<file path="config.mk">
export PLATFORM = sky130hd
export DESIGN_NAME = de_bruijn_sequence_generator
export DESIGN_NICKNAME = d
export VERILOG_FILES = /design/src/dbsg_pkg.sv /design/src/de_bruijn_sequence_generator.sv /design/src/dbsg_word_rf.sv /design/src/dbsg_seq.sv
export VERILOG_INCLUDE_DIRS = /design/src /design/src/src
export SDC_FILE = /design/constraint.sdc
export NUM_CORES = 1
export LEC_CHECK = 0
export BUFFER_PORTS_ARGS = -buffer_cell sky130_fd_sc_hd__buf_2
export CORE_MARGIN = 4
export CORE_UTILIZATION = 42
export CTS_CLUSTER_SIZE = 20
export DETAILED_ROUTE_END_ITERATION = 6
export PLACE_DENSITY = 0.69
export SYNTH_ARGS = -nofsm -noshare
export SYNTH_HDL_FRONTEND = slang
export SYNTH_SLANG_ARGS = --single-unit
</file>
<file path="constraint.sdc">
create_clock -name i_clk -period 7.6 [get_ports i_clk]
set_clock_uncertainty 0.2 [all_clocks]
set_input_delay 1.52 -clock i_clk [delete_from_list [all_inputs] [get_ports i_clk]]
set_output_delay 1.52 -clock i_clk [all_outputs]
set_load 0.02 [all_outputs]
</file>
<file path="src/assert_macros.svh">
`ifndef ASSERT_MACROS_SVH
`define ASSERT_MACROS_SVH

// property checked every clock edge outside reset
`define ASSERT_ALWAYS(lbl, prop, msg) \
    lbl: assert property (@(posedge i_clk) disable iff (!i_rst_n) (prop)) else $error(msg);

// same-cycle implication
`define ASSERT_IMPL(lbl, pre, post, msg) \
    lbl: assert property (@(posedge i_clk) disable iff (!i_rst_n) (pre) |-> (post)) else $error(msg);

// next-cycle implication
`define ASSERT_NEXT(lbl, pre, post, msg) \
    lbl: assert property (@(posedge i_clk) disable iff (!i_rst_n) (pre) |=> (post)) else $error(msg);

`endif

</file>
<file path="src/dbsg_pkg.sv">
package dbsg_pkg;

    localparam int SYM_W        = 4;
    localparam int CFG_W        = 4;
    localparam int CFG_IDX_W    = 2;
    localparam int MAX_ALPHABET = 10;

    localparam logic [CFG_W-1:0] ALPHABET_RESET = 4'd2;
    localparam logic [CFG_W-1:0] ORDER_RESET    = 4'd3;

    typedef logic [CFG_IDX_W-1:0] t_cfg_idx;
    localparam t_cfg_idx CFG_ALPHABET = 2'd0;
    localparam t_cfg_idx CFG_ORDER    = 2'd1;

    typedef enum logic [2:0] {
        S_IDLE,
        S_EMIT,
        S_EXT,
        S_STRIP,
        S_DIV
    } t_state;

    typedef struct packed {
        logic clr;
        logic we;
    } t_rf_ctl;

    typedef struct packed {
        logic             vld;
        logic             last;
        logic [SYM_W-1:0] sym;
    } t_emit;

endpackage

</file>
<file path="src/de_bruijn_sequence_generator.sv">
// Streams the lexicographically least de Bruijn sequence B(k,n), one symbol per input
// transfer, with tlast on the final symbol, after which the sequence starts over; restart
// (tdata bit 0) or a write to the alphabet or order register returns to the first symbol.
// A symbol inside a Lyndon word is accepted (S_IDLE) and then emitted (S_EMIT). A symbol
// that ends a word adds the successor search, done by a sequencer that walks the word
// register one digit per cycle: periodic extension, a scan over trailing k-1 digits, and
// repeated subtraction to test whether the new length m divides n; failed attempts repeat
// the extension.
module de_bruijn_sequence_generator #(
    parameter int MAX_ORDER = 8
) (
    input  logic                              i_clk,
    input  logic                              i_rst_n,
    input  logic                              i_cfg_we,
    input  logic [dbsg_pkg::CFG_IDX_W-1:0]    i_cfg_idx,
    input  logic [dbsg_pkg::CFG_W-1:0]        i_cfg_data,
    input  logic                              s_axis_tvalid,
    output logic                              s_axis_tready,
    input  logic [7:0]                        s_axis_tdata,   // [0] restart, rest zero
    output logic                              m_axis_tvalid,
    input  logic                              m_axis_tready,
    output logic [7:0]                        m_axis_tdata,   // [3:0] symbol, rest zero
    output logic                              m_axis_tlast
);
    import dbsg_pkg::*;

    localparam int IW = (MAX_ORDER > 1) ? $clog2(MAX_ORDER) : 1;
    localparam int LW = $clog2(MAX_ORDER + 1);

    logic [CFG_W-1:0] r_alpha;
    logic [CFG_W-1:0] r_order;
    logic             r_out_vld;
    logic [SYM_W-1:0] r_out_sym;
    logic             r_out_last;

    logic [SYM_W-1:0] k_eff;
    logic [LW-1:0]    n_eff;
    logic             cfg_restart;
    logic             out_free;
    t_emit            emit;
    t_rf_ctl          rf_ctl;
    logic [IW-1:0]    rf_raddr;
    logic [IW-1:0]    rf_waddr;
    logic [SYM_W-1:0] rf_wdata;
    logic [SYM_W-1:0] rf_rdata;

    assign cfg_restart = i_cfg_we && (i_cfg_idx == CFG_ALPHABET || i_cfg_idx == CFG_ORDER);

    always_ff @(posedge i_clk) begin
        if (!i_rst_n) begin
            r_alpha <= ALPHABET_RESET;
            r_order <= ORDER_RESET;
        end else if (i_cfg_we) begin
            if (i_cfg_idx == CFG_ALPHABET) r_alpha <= i_cfg_data;
            if (i_cfg_idx == CFG_ORDER)    r_order <= i_cfg_data;
        end
    end

    // saturate k to 1..10 and n to 1..MAX_ORDER
    always_comb begin
        if (r_alpha == '0)                k_eff = 4'd1;
        else if (r_alpha > MAX_ALPHABET)  k_eff = SYM_W'(MAX_ALPHABET);
        else                              k_eff = r_alpha;
        if (r_order == '0)                n_eff = LW'(1);
        else if (r_order > MAX_ORDER)     n_eff = LW'(MAX_ORDER);
        else                              n_eff = LW'(r_order);
    end

    assign out_free = !r_out_vld || m_axis_tready;

    dbsg_seq #(
        .IW (IW),
        .LW (LW)
    ) u_seq (
        .i_clk         (i_clk),
        .i_rst_n       (i_rst_n),
        .i_k           (k_eff),
        .i_n           (n_eff),
        .i_cfg_restart (cfg_restart),
        .i_in_valid    (s_axis_tvalid),
        .i_restart     (s_axis_tdata[0]),
        .o_in_ready    (s_axis_tready),
        .i_out_free    (out_free),
        .o_emit        (emit),
        .o_rf          (rf_ctl),
        .o_raddr       (rf_raddr),
        .o_waddr       (rf_waddr),
        .o_wdata       (rf_wdata),
        .i_rdata       (rf_rdata)
    );

    dbsg_word_rf #(
        .DEPTH (MAX_ORDER),
        .IW    (IW)
    ) u_word_rf (
        .i_clk   (i_clk),
        .i_rst_n (i_rst_n),
        .i_ctl   (rf_ctl),
        .i_waddr (rf_waddr),
        .i_wdata (rf_wdata),
        .i_raddr (rf_raddr),
        .o_rdata (rf_rdata)
    );

    // output register holds the symbol while the downstream stalls
    always_ff @(posedge i_clk) begin
        if (!i_rst_n) begin
            r_out_vld <= 1'b0;
        end else if (emit.vld) begin
            r_out_vld <= 1'b1;
        end else if (m_axis_tready) begin
            r_out_vld <= 1'b0;
        end
    end

    always_ff @(posedge i_clk) begin
        if (emit.vld) begin
            r_out_sym  <= emit.sym;
            r_out_last <= emit.last;
        end
    end

    assign m_axis_tvalid = r_out_vld;
    assign m_axis_tdata  = {4'b0000, r_out_sym};
    assign m_axis_tlast  = r_out_last;

endmodule

</file>
<file path="src/dbsg_word_rf.sv">
module dbsg_word_rf #(
    parameter int DEPTH = 8,
    parameter int IW    = 3
) (
    input  logic                     i_clk,
    input  logic                     i_rst_n,
    input  dbsg_pkg::t_rf_ctl        i_ctl,
    input  logic [IW-1:0]            i_waddr,
    input  logic [dbsg_pkg::SYM_W-1:0] i_wdata,
    input  logic [IW-1:0]            i_raddr,
    output logic [dbsg_pkg::SYM_W-1:0] o_rdata
);
    import dbsg_pkg::*;

    logic [SYM_W-1:0] r_word [DEPTH];

    always_ff @(posedge i_clk) begin
        if (!i_rst_n || i_ctl.clr) begin
            for (int e = 0; e < DEPTH; e++) begin
                r_word[e] <= '0;
            end
        end else if (i_ctl.we) begin
            r_word[i_waddr] <= i_wdata;
        end
    end

    // single read port, shared by emit, extension and strip scan
    assign o_rdata = r_word[i_raddr];

endmodule

</file>
<file path="src/dbsg_seq.sv">
`include "assert_macros.svh"

module dbsg_seq #(
    parameter int IW = 3,
    parameter int LW = 4
) (
    input  logic                        i_clk,
    input  logic                        i_rst_n,
    input  logic [dbsg_pkg::SYM_W-1:0]  i_k,
    input  logic [LW-1:0]               i_n,
    input  logic                        i_cfg_restart,
    input  logic                        i_in_valid,
    input  logic                        i_restart,
    output logic                        o_in_ready,
    input  logic                        i_out_free,
    output dbsg_pkg::t_emit             o_emit,
    output dbsg_pkg::t_rf_ctl           o_rf,
    output logic [IW-1:0]               o_raddr,
    output logic [IW-1:0]               o_waddr,
    output logic [dbsg_pkg::SYM_W-1:0]  o_wdata,
    input  logic [dbsg_pkg::SYM_W-1:0]  i_rdata
);
    import dbsg_pkg::*;

    t_state        r_state, n_state;
    logic [LW-1:0] r_len, n_len;
    logic [IW-1:0] r_pos, n_pos;
    logic [LW-1:0] r_i, n_i;
    logic [IW-1:0] r_j, n_j;
    logic [LW-1:0] r_m, n_m;
    logic [LW-1:0] r_rem, n_rem;

    logic [SYM_W-1:0] k_top;
    logic [LW-1:0]    pos_inc;
    logic [LW-1:0]    j_inc;
    logic             clr_seq;
    logic             is_top;

    assign k_top   = i_k - 4'd1;
    assign pos_inc = LW'(r_pos) + LW'(1);
    assign j_inc   = LW'(r_j) + LW'(1);
    assign is_top  = (i_rdata == k_top);
    assign clr_seq = (r_state == S_IDLE && i_in_valid && i_restart) || i_cfg_restart ||
                     (r_state == S_STRIP && r_m == '0);

    // next state
    always_comb begin
        n_state = r_state;
        case (r_state)
            S_IDLE: begin
                if (i_in_valid) n_state = S_EMIT;
            end
            S_EMIT: begin
                if (i_out_free) n_state = (pos_inc == r_len) ? S_EXT : S_IDLE;
            end
            S_EXT: begin
                if (r_i >= i_n) n_state = S_STRIP;
            end
            S_STRIP: begin
                if (r_m == '0) n_state = S_IDLE;
                else if (!is_top) n_state = S_DIV;
            end
            S_DIV: begin
                // repeated subtraction decides whether the new length divides n
                if (r_rem < r_len) n_state = (r_rem == '0) ? S_IDLE : S_EXT;
            end
            default: n_state = S_IDLE;
        endcase
    end

    // outputs
    always_comb begin
        o_in_ready  = (r_state == S_IDLE);
        o_emit.vld  = (r_state == S_EMIT) && i_out_free;
        o_emit.sym  = i_rdata;
        o_emit.last = (r_len == LW'(1)) && is_top;
        o_rf.clr    = clr_seq;
        o_rf.we     = 1'b0;
        o_raddr     = r_pos;
        o_waddr     = IW'(r_i);
        o_wdata     = i_rdata;
        case (r_state)
            S_EXT: begin
                o_raddr = r_j;
                o_rf.we = (r_i < i_n);
            end
            S_STRIP: begin
                o_raddr = IW'(r_m - LW'(1));
                o_waddr = IW'(r_m - LW'(1));
                o_wdata = i_rdata + 4'd1;
                o_rf.we = (r_m != '0) && !is_top;
            end
            default: begin
                o_raddr = r_pos;
            end
        endcase
    end

    // datapath next values
    always_comb begin
        n_len = r_len;
        n_pos = r_pos;
        n_i   = r_i;
        n_j   = r_j;
        n_m   = r_m;
        n_rem = r_rem;
        case (r_state)
            S_EMIT: begin
                if (i_out_free) begin
                    n_pos = IW'(pos_inc);
                    n_i   = r_len;
                    n_j   = '0;
                end
            end
            S_EXT: begin
                if (r_i < i_n) begin
                    n_i = r_i + LW'(1);
                    n_j = (j_inc == r_len) ? '0 : IW'(j_inc);
                end else begin
                    n_m = i_n;
                end
            end
            S_STRIP: begin
                if (r_m != '0) begin
                    if (is_top) begin
                        n_m = r_m - LW'(1);
                    end else begin
                        n_len = r_m;
                        n_rem = i_n;
                        n_pos = '0;
                    end
                end
            end
            S_DIV: begin
                if (r_rem >= r_len) begin
                    n_rem = r_rem - r_len;
                end else begin
                    n_i = r_len;
                    n_j = '0;
                end
            end
            default: begin
                n_len = r_len;
            end
        endcase
        if (clr_seq) begin
            n_len = LW'(1);
            n_pos = '0;
        end
    end

    always_ff @(posedge i_clk) begin
        if (!i_rst_n) begin
            r_state <= S_IDLE;
            r_len   <= LW'(1);
            r_pos   <= '0;
            r_i     <= '0;
            r_j     <= '0;
            r_m     <= '0;
            r_rem   <= '0;
        end else begin
            r_state <= n_state;
            r_len   <= n_len;
            r_pos   <= n_pos;
            r_i     <= n_i;
            r_j     <= n_j;
            r_m     <= n_m;
            r_rem   <= n_rem;
        end
    end

    `ASSERT_ALWAYS(a_len_range, (r_len != '0) && (r_len <= i_n), "word length out of range")
    `ASSERT_IMPL(a_pos_in_word, r_state == S_IDLE, LW'(r_pos) < r_len, "emit index past word")
    `ASSERT_IMPL(a_sym_in_alphabet, o_emit.vld, o_emit.sym < i_k, "symbol outside alphabet")
    `ASSERT_NEXT(a_div_done, (r_state == S_DIV) && (r_rem == '0),
                 (r_state == S_IDLE) && (r_pos == '0), "accepted word not left ready")

endmodule

</file>
Word level (Yosys, flattened, before mapping)
Memory sizes are Yosys's and may differ from the RTL's.
Cells that the tools add are included.
- bits in writable memories: 32
- register bits after elaboration: 39
- memories: 1
- word-level logic and storage cells: 134
- $lt $le $gt $ge: 6
- equality and inequality tests: 21
- mux-type cells: 48
- add/subtract/negate cells: 7
- reductions and logical operators: 37
- bitwise gates (word level): 2
- memory list (name ; words ; width ; read ports ; clocked after Yosys merged registers in ; write ports ; RTL line ; RTL):
    u_word_rf.r_word ; 8 ; 4 ; 1 ; 0 ; 8 ; dbsg_word_rf.sv:15 ; logic [SYM_W-1:0] r_word [DEPTH];
- operators with widths (kind ; number):
    4-bit 2-to-1 mux ; 15
    3-bit 2-to-1 mux ; 15
    4-bit zero test ; 4
    4-bit case mux with 2 select lines ; 2
    4-bit AND reduction ; 4
    3-bit case mux with 5 select lines ; 1
    4-bit equality test ; 3
    2-bit by 1-bit != test with 1-bit output, second input constant ; 6
    3-bit case mux with 2 select lines ; 2
    4-bit case mux with 3 select lines ; 1
    2-bit != test, second input constant ; 5
    3-bit case mux with 3 select lines ; 1
    3-bit by 1-bit adder with 4-bit output, second input constant ; 2
    4-bit by 1-bit adder with 4-bit output, second input constant ; 2
    4-bit >= comparator ; 2
    4-bit > comparator, second input constant ; 2
    4-bit < comparator ; 2
    1-bit 2-to-1 mux ; 8
    2-bit nonzero test ; 4
    4-bit by 1-bit subtractor with 4-bit output, second input constant ; 2
    1-bit logical AND ; 7
    3-bit by 2-bit equality test with 1-bit output, second input constant ; 2
    1-bit logical OR ; 5
    5-bit AND reduction ; 1
    18 further kinds ; 23

Longest topological paths before layout
Gate-level depths: netlist of the first run.
- depth in word-level cells: 13
- depth in mapped cells: 15
- mapped depth without buffers: 14

Cells and area by module
A second synthesis of the first run with hierarchy kept.
- cell total of the unflattened synthesis: 422
- area, all modules: 4171.5 um2
- by module, submodules not included (module ; area an instance (um2) ; cells an instance ; times used):
    dbsg_seq ; 2001.9 ; 260 ; 1
    dbsg_word_rf ; 1534.0 ; 104 ; 1
    de_bruijn_sequence_generator ; 635.6 ; 58 ; 1

Worst setup path before layout of the first run
OpenSTA, ideal clock, no wires.
- path kind: in2reg
- start: in i_rst_n
- end: mem u_word_rf.r_word[5][0] (enable)
- required time: 7.039 ns
- stages on the path: 7
- path buffers: 2
- arrival time: 3.219 ns
- slack: 3.820 ns
- path through: clkbuf_1 -> nand2_1 -> or3_1 -> clkbuf_1 -> nor3_1 -> nand2_1 -> o21ai_0
- RTL lines (what ; RTL line ; RTL):
    start: declaration ; de_bruijn_sequence_generator.sv:13 ; input logic i_rst_n,
    end: declaration ; dbsg_word_rf.sv:15 ;

==> flow_summary.yaml, run 1 <==
placed_design:
  dp_cells: 610
  portBuffers: 18
  place.gp.congestion: 0.8413
  place_hpwl_microns: 7980
  dpl_worst_slack_ns: 2.883
sta:
  tightest_slew_ns: 0.9236
  timing.final.crit_share_pct: 63.49
  period_needed_ns: 4.825
  fmax_mhz: 207.2
  slew_headroom_pct: 37.99
  hold_viol_final: 0
  rsz0062_at_grt: "false"
  tns_ns: 0
  slew_viol_final: 0
  setup_viol_count_final: 0
  worst_slack_ns: 2.775
critical_path:
  rr_startpoint: "u_seq.r_state[1]"
  rr_endpoint: "u_word_rf.r_word[2][2]"
  rrSetupSlack_ns: 2.77
  reg2reg_depth: 11
  cp.required_ns: 7.40
  arrival_ns: 4.62
  path_max_fanout: 40
  end_kind: "flip-flop"
  crit_path_start_kind: "flip-flop"
  crit_type: "reg2reg"
clock_tree:
  htreeDepth: 3
  cts_tree: "built"
  cts_hold_buf: 0
  cts_resized: 0
  clock_sinks: 71
  clock_latency_ns: 0.36
  cts_made_buffers: 9
  clkTransAtPathRegs_ns: 0.07
  root_buffer: "clkbuf_8"
  cts.path.max_buffers: 2
  post_cts_buffers: 0
pwr:
  fin_total_pwr_mw: 1.559
  cellLeakagePower_nw: 1.723
  pwr_density_cell_nw_per_um2: 323.6
  peakVddDrop_uv: 188.9
die:
  die-area_sq_um: 12460
  die-width_microns: 111.6
  io_pins: 30
  die_h_microns: 111.6
  initial_core_util_pct: 43.48
  placeableCoreArea_sq_um: 10370
  placementRows: 37
global_routing:
  grt_max_degree: 41
  overflow: 0
  grt_pass1_vias: 3756
  grt_pass1_wl_microns: 18820
  grtUsageTotal_pct: 18.49
  antenna_found_initial: 0
yosys:
  synth_edf_count: 37
  avgSynthCellArea_sq_um: 9.355
  ys_types: 76
  ys_warn_count: 0
  yosysSeqAreaShare_pct: 39.73
  ys.flop_type: "edfxtp_1"
  synth_area_sq_um: 4509
  async_reset_ff_share_pct: 0
  synth_seq_cells: 71
  syn_inst: 482
worst_hold_path:
  min_path_cells: 2
  hp-start: "u_seq.r_rem[2]"
  holdPathEnd: "u_seq.r_rem[2]"
  hp-class: "reg2reg"
finish:
  layout-drive-gt1-share_pct: 13.67
  instances_no_fill: 626
  nFillCells: 1001
  area_delta_synth_final_pct: 6.826
  fin_nets: 518
  final_util_pct: 46.45
  diodes: 0
detailed_routing:
  wire_per_inst_microns: 18.11
  route.detailed.drc: 0
  antenna_left: 0
  dr.pass1.iters: 4
  drt-initial-drc-count: 268
  via_per_inst: 6.094
  vias: 3815
  finalWirelength_microns: 11340
flow_run:
  maxCapViolations: 0
run_status:
  status: "finished, final reports clean"
through the flow:
| stage | hold slack (ns) | cell area (sq um) |
|---|---|---|
| floorplan | 0.2391 | 4521 |
| global placement | 0.2580 | 4638 |
| detailed placement | 0.2843 | 4638 |
| CTS | 0.2950 | 4817 |
| global route | 0.3257 | 4817 |
| finish | 0.2950 | 4817 |
Yosys cell counts (4+ instances only):
| library cell | n | share of area (%) |
|---|---|---|
| and3_1 | 11 | 1.5 |
| nor3_1 | 26 | 2.9 |
| edfxtp_1 | 37 | 25 |
| a21oi_1 | 27 | 3.0 |
| nor3b_1 | 13 | 2.2 |
| buf_2 | 6 | 0.67 |
| clkbuf_1 | 20 | 1.7 |
| or3_1 | 5 | 0.69 |
| buf_6 | 4 | 1.0 |
| mux2i_1 | 17 | 3.8 |
| o211ai_1 | 6 | 1.0 |
| nand3_1 | 10 | 1.1 |
| nand2b_1 | 7 | 0.97 |
| dfxtp_1 | 34 | 15 |
| o21ai_0 | 25 | 2.8 |
| o22ai_1 | 5 | 0.69 |
| nor2b_1 | 9 | 1.2 |
| inv_1 | 19 | 1.6 |
| nor2_1 | 32 | 2.7 |
| xnor2_1 | 10 | 1.9 |
| a211oi_1 | 4 | 0.67 |
| buf_4 | 4 | 0.67 |
| nand2_1 | 40 | 3.3 |
| a32oi_1 | 4 | 0.78 |
| a2111oi_1 | 7 | 1.6 |
| o21a_1 | 9 | 1.5 |
| ha_1 | 13 | 3.6 |
layout make-up:
class	count	area, sq um	share of cell area (%)
Tap cell	136	170.2	3.532
Clock buffer	10	127.6	2.649
Inverter	20	75.07	1.558
Multi-Input combinational cell	360	2474	51.35
Sequential cell	71	1792	37.19
Timing Repair Buffer	23	127.6	2.649
Clock inverter	6	51.30	1.065
how the worst max path moves through the flow:
stage / from / slack (ns) / end
2_1_floorplan: i_rst_n / 3.82 / u_word_rf.r_word[5][0]
3_3_place_gp: u_seq.r_state[1] / 3.04 / u_word_rf.r_word[3][0]
3_5_place_dp: u_seq.r_state[1] / 2.88 / u_word_rf.r_word[2][2]
4_1_cts: u_seq.r_state[1] / 2.88 / u_word_rf.r_word[2][0]
5_1_grt: u_seq.r_state[1] / 2.54 / u_word_rf.r_word[6][2]
6_report: u_seq.r_state[1] / 2.77 / u_word_rf.r_word[2][2]
sequential cells by signal, indices dropped and copies added (netlist names):
register,cells
u_seq.r_state,3
u_seq.r_pos,3
m_axis_tlast,1
r_order,4
u_seq.r_rem,4
r_out_sym,4
u_seq.r_m,4
u_seq.r_len,4
u_seq.r_i,4
m_axis_tvalid,1
u_seq.r_j,3
u_word_rf.r_word,32
r_alpha,4
worst max-delay path, stage by stage (launching register included):
cell,delay [ns]
dfxtp_1,0.52
and2b_1,0.55
o21ai_2,0.32
and3_1,0.28
o32a_1,0.36
mux2i_4,0.50
mux2i_1,0.36
a31oi_4,0.15
o21ai_4,0.28
a21oi_2,0.10
buf_4,0.28
o21ai_0,0.54
logic make-up after synthesis:
logic type	after synthesis	share of synthesized area (%)
multiplexers	23	6.076
flip-flops	71	39.73
other	1	0.08316
buffers and inverters	54	5.660
AND/OR/NAND/NOR	178	20.87
AO/OA/AOI/OAI	128	21.00
adder cells (fa/ha/maj)	14	4.051
XOR/XNOR	13	2.525
routing by layer:
| metal | GRT usage [%] | up-vias | part of all wire (%) |
|---|---|---|---|
| met5 | 0 | - | 0 |
| met4 | 9.084 | 0 | 3.3 |
| met3 | 2.663 | 28 | 6.2 |
| met2 | 29.03 | 153 | 46 |
| met1 | 25.03 | 1837 | 45 |
| li1 | - | 1797 | - |
power breakdown:
part	total (mW)	internal (mW)	switching, mW
clock network	0.290	0.147	0.143
logic	0.728	0.238	0.490
registers	0.540	0.477	0.0632
layout by cell type (no fill, tap or decap), drive strengths merged, types with 13 or more instances in the layout:
cell,count
o21ai,30
nand2,42
a21oi,28
mux2i,19
buf,23
edfxtp,37
nor3b,13
nor3,26
inv,20
ha,13
dfxtp,34
nor2,32
(Power assumes the default switching activity.)
==> run 2, diff against run 1 <==
Settings changed: PLACE_DENSITY 0.69 to 0.71.
Clock period 7.6 ns to 3.9 ns, I/O delays scaled along.
==> flow_summary.yaml, run 2 (same netlist as run 1, synthesis figures left out) <==
die:
  io_pins: 30
  die-area_sq_um: 12460
  placementRows: 37
  placeableCoreArea_sq_um: 10370
  die_h_microns: 111.6
  die-width_microns: 111.6
  initial_core_util_pct: 43.48
finish:
  layout-drive-gt1-share_pct: 20.92
  fin_nets: 549
  area_delta_synth_final_pct: 13.49
  mostFrequentLayoutCell: "nand2_1"
  top_register: "u_word_rf.r_word"
  nFillCells: 989
  diodes: 0
  largest_reg_flops: 32
  layout_common_cells: "nand2_1, edfxtp_1, dfxtp_1, buf_4, nor2_1"
clock_tree:
  root_buffer: "clkbuf_8"
  clock_sinks: 71
  cts_hold_buf: 0
  clkTransAtPathRegs_ns: 0.08
  cts.path.max_buffers: 2
  clock_latency_ns: 0.35
  cts_made_buffers: 9
  post_cts_buffers: 0
  cts_tree: "built"
  htreeDepth: 3
placed_design:
  portBuffers: 18
  place_hpwl_microns: 8599
  place.gp.congestion: 0.8784
critical_path:
  rr_endpoint: "u_word_rf.r_word[1][1]"
  crit_type: "reg2reg"
  end_kind: "flip-flop"
  crit_path_start_kind: "flip-flop"
  path_max_fanout: 28
  rrSetupSlack_ns: 0.21
  cp.required_ns: 3.84
  rr_startpoint: "u_seq.r_m[0]"
  reg2reg_depth: 15
  arrival_ns: 3.62
pwr:
  fin_total_pwr_mw: 3.318
  pwr_density_cell_nw_per_um2: 648.4
  cellLeakagePower_nw: 1.883
  peakVddDrop_uv: 501.6
sta:
  fmax_mhz: 271.2
  timing.final.crit_share_pct: 94.56
  hold_viol_final: 0
  period_needed_ns: 3.688
  setup_viol_count_final: 0
  slew_headroom_pct: 45.52
  slew_viol_final: 0
  tightest_slew_ns: 0.8114
  hold_ws_ns: 0.2824
  rsz0062_at_grt: "true"
detailed_routing:
  dr.pass1.iters: 5
  met1_length_microns: 5052
  finalWirelength_microns: 11640
  via_per_inst: 5.986
  vias: 3933
  wl_met2_microns: 5604
  wire_per_inst_microns: 17.72
  drt-initial-drc-count: 454
  route.detailed.drc: 0
  wl_met3_microns: 758
  antenna_left: 0
  top_layer: "met4"
worst_hold_path:
  holdPathEnd: "r_order[0]"
  hp-start: "r_order[0]"
  hp-class: "reg2reg"
  min_path_cells: 2
global_routing:
  grt_pass1_vias: 3874
  grt_max_degree: 29
  antenna_found_initial: 0
  grt_pass1_wl_microns: 19150
  grtUsageTotal_pct: 18.83
  overflow: 0
run_status:
  status: "finished, final reports clean"
flow_run:
  maxCapViolations: 0
-- run 2: changes by cell type in the layout (fill, tap and decap cells not counted), sizes merged --
cell and delta:
clkbuf -1, clkinvlp +2, clkinv -1, buf +31
-- run 2: worst max-delay path, cell delays in order, from the launching register on --
cell	delay, ns
dfxtp_1	0.38
inv_1	0.07
ha_1	0.35
a211oi_4	0.27
or2_4	0.19
buf_4	0.14
mux2i_1	0.08
mux2i_2	0.15
buf_4	0.19
mux2_2	0.36
a2bb2oi_2	0.19
o21ai_4	0.08
a21oi_2	0.09
buf_12	0.18
buf_4	0.17
a2111oi_1	0.38
-- run 2: cell type report --
type                            instances  area, sq um  share of cell area, %
Inverter                               20        75.07                  1.467
Timing Repair Buffer                   54        376.6                  7.359
Multi-Input combinational cell        360         2516                  49.17
Clock inverter                          7        63.81                  1.247
Sequential cell                        71         1792                  35.01
Clock buffer                            9        123.9                  2.421
Tap cell                              136        170.2                  3.325
-- run 2: metal layers --
| layer | vias up | GRT usage [%] |
|---|---|---|
| met2 | 138 | 31.24 |
| li1 | 1855 | - |
| met1 | 1922 | 24.02 |
| met4 | 0 | 8.029 |
| met5 | - | 0 |
| met3 | 18 | 3.587 |
-- run 2: report_power, final --
part           total [mW]  switching, mW  internal, mW
Sequential           1.02         0.0875         0.929
Combinational        1.73           1.06         0.665
Clock               0.575          0.285         0.290
Total                3.32           1.43          1.88
-- run 2: how the worst max path moves through the flow --
stage                             endpoint    startpoint  cells after the start
floorplan           u_word_rf.r_word[7][0]  u_seq.r_m[0]                     13
global route        u_word_rf.r_word[3][1]  u_seq.r_m[0]                     15
detailed placement  u_word_rf.r_word[5][0]  u_seq.r_m[0]                     14
CTS                 u_word_rf.r_word[4][0]  u_seq.r_m[0]                     14
global placement    u_word_rf.r_word[7][1]  u_seq.r_m[0]                     14
finish              u_word_rf.r_word[1][1]  u_seq.r_m[0]                     15
-- run 2: per-stage QoR --
step / setup WS [ns] / std cells / utilization (%) / setup TNS, ns / area, sq um
final: 0.2121 / 657 / 49.35 / 0 / 5117
after global placement: 0.06412 / 641 / 47.09 / 0 / 4883
after detailed placement: 0.003567 / 641 / 47.09 / 0 / 4883
after CTS: 0.009799 / 657 / 48.90 / 0 / 5071
after global routing: -0.003844 / 657 / 49.35 / -0.003844 / 5117
after floorplan: 0.2182 / 485 / - / 0 / 4521
-- run 2: what timing repair did --
action / 4_1_cts / 5_1_grt
resized for setup: 2 / 15
pin swaps: 0 / 1
endpoints found under the hold margin: 0 / 0
endpoints found under the setup margin: 7 / 46
